[src/hw/rtl/ttw_pkg.sv]
// ----------------------------------------------------------------------------
// ttw_pkg
// shared types, codes and constants of the translation table walker
// ----------------------------------------------------------------------------
package ttw_pkg;

  localparam int TABLE_PAGES_DEF = 16;
  localparam int ENTRY_W         = 9;
  localparam int WORDS_PER_TABLE = 512;
  localparam int DESC_W          = 64;
  localparam int FRAME_W         = 36;
  localparam int VA_W            = 39;
  localparam int PA_W            = 48;
  localparam int OFFSET_W        = 12;
  localparam int WIDX_W          = 13;
  localparam int ROOT_W          = 4;
  localparam int STATUS_W        = 3;
  localparam int CFG_IDX_W       = 1;
  localparam int CFG_DATA_W      = 36;
  localparam int IN_DATA_W       = 120;
  localparam int OUT_DATA_W      = 56;

  localparam logic [FRAME_W-1:0] BASE_FRAME_RST = 36'd262144;
  localparam logic [1:0]         KIND_TABLE     = 2'b11;

  typedef enum logic [CFG_IDX_W-1:0] {
    REG_ROOT_PAGE  = 1'b0,
    REG_BASE_FRAME = 1'b1
  } cfg_reg_t;

  typedef enum logic [STATUS_W-1:0] {
    ST_OK      = 3'd0,
    ST_BAD1    = 3'd1,
    ST_BAD2    = 3'd2,
    ST_BAD3    = 3'd3,
    ST_OUTSIDE = 3'd4
  } status_t;

  typedef enum logic {
    CMD_WRITE     = 1'b0,
    CMD_TRANSLATE = 1'b1
  } command_t;

  typedef struct packed {
    logic good;
    logic in_store;
  } chk_t;

endpackage

[src/hw/rtl/ttw_entry_unit.sv]
// ----------------------------------------------------------------------------
// ttw_entry_unit
// descriptor check: kind test and frame to store page subtract and compare
// ----------------------------------------------------------------------------
module ttw_entry_unit
  import ttw_pkg::*;
#(
  parameter int TABLE_PAGES = TABLE_PAGES_DEF,
  parameter int PAGE_W      = 4
) (
  input  logic [DESC_W-1:0]  desc,
  input  logic [FRAME_W-1:0] base_frame,
  output chk_t               chk,
  output logic [PAGE_W-1:0]  page
);

  logic [FRAME_W-1:0] frame;
  logic [FRAME_W:0]   diff;

  assign frame        = desc[PA_W-1:OFFSET_W];
  assign diff         = {1'b0, frame} - {1'b0, base_frame};
  assign chk.good     = (desc != '0) && (desc[1:0] == KIND_TABLE);
  assign chk.in_store = !diff[FRAME_W] && (diff[FRAME_W-1:0] < FRAME_W'(TABLE_PAGES));
  assign page         = diff[PAGE_W-1:0];

endmodule
[config.mk]
export PLATFORM = sky130hd
export DESIGN_NAME = ttw_entry_unit
export DESIGN_NICKNAME = d
export VERILOG_FILES = /design/src/hw/rtl/ttw_pkg.sv /design/src/hw/rtl/ttw_entry_unit.sv
export SDC_FILE = /design/constraint.sdc
export NUM_CORES = 1
export LEC_CHECK = 0
export BUFFER_PORTS_ARGS = -buffer_cell sky130_fd_sc_hd__buf_2
export CELL_PAD_IN_SITES_DETAIL_PLACEMENT = 0
export CELL_PAD_IN_SITES_GLOBAL_PLACEMENT = 1
export CORE_UTILIZATION = 34
export DETAILED_ROUTE_END_ITERATION = 12
export PLACE_DENSITY = 0.85
export SLEW_MARGIN = 10
export SYNTH_ARGS = -nofsm -noshare
export SYNTH_HDL_FRONTEND = slang
export SYNTH_SLANG_ARGS = --single-unit
[constraint.sdc]
create_clock -name vclk -period 3.17
set_input_delay 0.317 -clock vclk [all_inputs]
set_output_delay 0.317 -clock vclk [all_outputs]
set_load 0.02 [all_outputs]
==> run summary <==
commonest non-fill, non-tap cells in the layout: 85 x buf_4, 79 x buf_2, 47 x inv_1
TritonRoute pass-1 iters: 8
Hold Fails Final Rpt: 0
Area contributors post-synth: ha_1 20%, a21oi_1 8.5%, inv_1 7.7%, nand2_1 5.5%, xnor2_1 4.6%
maximum operating frequency: 0.298 GHz
Core Region: 6420 um^2
vias in the first global route: 2,708
initial antenna violation count: 0
area grow syn2layout: 52.1%
total gr overflow: 0
largest net degree at the start of global routing: 8
Nets: 625
Die Y: 84.2 um
Yosys cell types: 65
gr usage total: 19.1%
CP delay by family, top: compound AO/OA/AOI/OAI gates
failing checks: design-rule violations, negative setup slack
Worst EP required: 2.85 ns
post-route minimum period: 3.35 ns
number of sequential cells: 0
DRC: 12
Peak supply drop: 0.0897 mV
max_cap viols: 0
post-synth top area share: 19.6%
Rows: 29
unrepaired setup endpoints after global routing: true
Crit Path Category: in -> out
sequential cell area: 0 um^2
post-route setup slack: -0.181 ns
vias per cell: 5.08
Final Util: 54.5%
slew margin rel.: 73.9%
Synth Instances: 334
slew of the pin with the lowest slew margin: 0.388 ns
RD Place Congestion: 0.890
sequential area share after synthesis: 0%
Clock Buffer Count: 0
fin crit share: 106%
Mapped Area: 2300 um^2
Final Max Slew Viols: 0
die extent in x: 84.2 um
n_diodes: 0
worst path bufs/invs: 3
first-pass GRT wire length: 11,700 um
Startpoint Class: input port
cell accounting for the most synthesized area: ha_1
element type at the critical path end: primary output
Synthesized Nets: 471
Yosys warnings: 0
Final ANT Viol Nets: 0
outcome: complete, but fails checks
initial core utilization: 35.8%
hpwl dp: 5870 um
share of layout cells above drive strength 1: 43.4%
cells along the critical path: buf_2, inv_1, ha_4, o211ai_1, a21o_1, a31o_4, o311a_4, o21a_1, a21oi_2, nand4_1, a2111oi_4, nand3_2, nor4_4, buf_4
die area: 7100 um^2
commonest non-fill, non-tap cell in the layout: buf_4
CP Max Fanout: 4
CP max stage delay: 0.38 ns
Pwr per Cell Area: 206 nW/um^2
Placement Setup Slack: -0.376 ns
syn_area_per_cell: 6.89 um^2
# hold bufs at CTS: 0
drt wl/cell: 12.2 um
Routed WL: 6890 um
DR iter-0 viols: 136
Worst EP arrival: 3.03 ns
# setup viols final: 1
leakage: 1.82 nW
CP max-delay cell: a2111oi_4
IO Port Bufs: 80
worst hold path type: in -> out
Via Count: 2,860
I/O pin count: 106
==> layer usage <==
layer	share of wire [%]	up-vias	GRT usage (%)
li1	-	1505	-
met1	51	1250	28.7
met2	43	95	31.1
met3	5.2	10	0.492
met4	1.4	0	2.04
met5	0	-	0
==> synth_stat cells (all sizes together) (2+ instances only) <==
| master | number |
|---|---|
| a211oi | 4 |
| a21boi | 2 |
| a21o | 12 |
| a21oi | 39 |
| a31o | 3 |
| a31oi | 5 |
| and2 | 2 |
| and3 | 3 |
| buf | 4 |
| clkbuf | 7 |
| ha | 36 |
| inv | 47 |
| mux2i | 2 |
| nand2 | 34 |
| nand2b | 6 |
| nand3 | 10 |
| nand4 | 8 |
| nor2 | 17 |
| nor2b | 2 |
| nor3 | 6 |
| nor4 | 4 |
| o2111ai | 4 |
| o211ai | 5 |
| o21a | 5 |
| o21ai | 13 |
| o21bai | 2 |
| o22ai | 2 |
| o31ai | 3 |
| or2 | 3 |
| or3 | 3 |
| xnor2 | 12 |
| xor2 | 9 |
==> final timing paths <==
| check | cells past startpoint | startpoint | endpoint |
|---|---|---|---|
| min | 3 | desc[1] | chk[1] |
| max | 14 | base_frame[2] | chk[0] |
==> cell families (layout without fill, tap and decap cells) <==
| group | count (synthesis) | in the layout | synth area share [%] |
|---|---|---|---|
| adder cells (fa/ha/maj) | 37 | 37 | 20.5 |
| buffers and inverters | 59 | 211 | 12.3 |
| XOR/XNOR | 21 | 21 | 8.00 |
| AO/OA/AOI/OAI | 110 | 110 | 34.3 |
| AND/OR/NAND/NOR | 104 | 104 | 23.6 |
| multiplexers | 3 | 3 | 1.36 |
==> cell type report <==
| type | count | area [um^2] |
|---|---|---|
| multi-input cells | 275 | 2190 |
| fillers | 649 | 2930 |
| repair buffers | 164 | 1030 |
| well taps | 77 | 96.3 |
| inverters | 47 | 176 |
==> where the power goes <==
group,switching (mW),internal [mW]
registers,0,0
logic,0.360,0.362
clock network,0,0
total,0.360,0.362
==> stage by stage <==
stage               power (mW)  std cells  hold WS [ns]  setup TNS (ns)  cell area [um^2]
detailed placement       0.670        561         0.956          -0.376              3330
finish                   0.721        563         0.954          -0.181              3500
floorplan                0.416        334         0.816               0              2320
CTS                      0.686        562         0.956          -0.143              3370
global route             0.794        563         0.985          -0.375              3500
global placement         0.666        561         0.952          -0.364              3330
==> timing repair <==
action / 4_1_cts / 5_1_grt
gates resized for setup: 10 / 17
buffers inserted: 1 / 1
pin swaps: 13 / 9
endpoints found under the setup margin: 1 / 1
No activity file was read; power rests on OpenSTA's default activity.
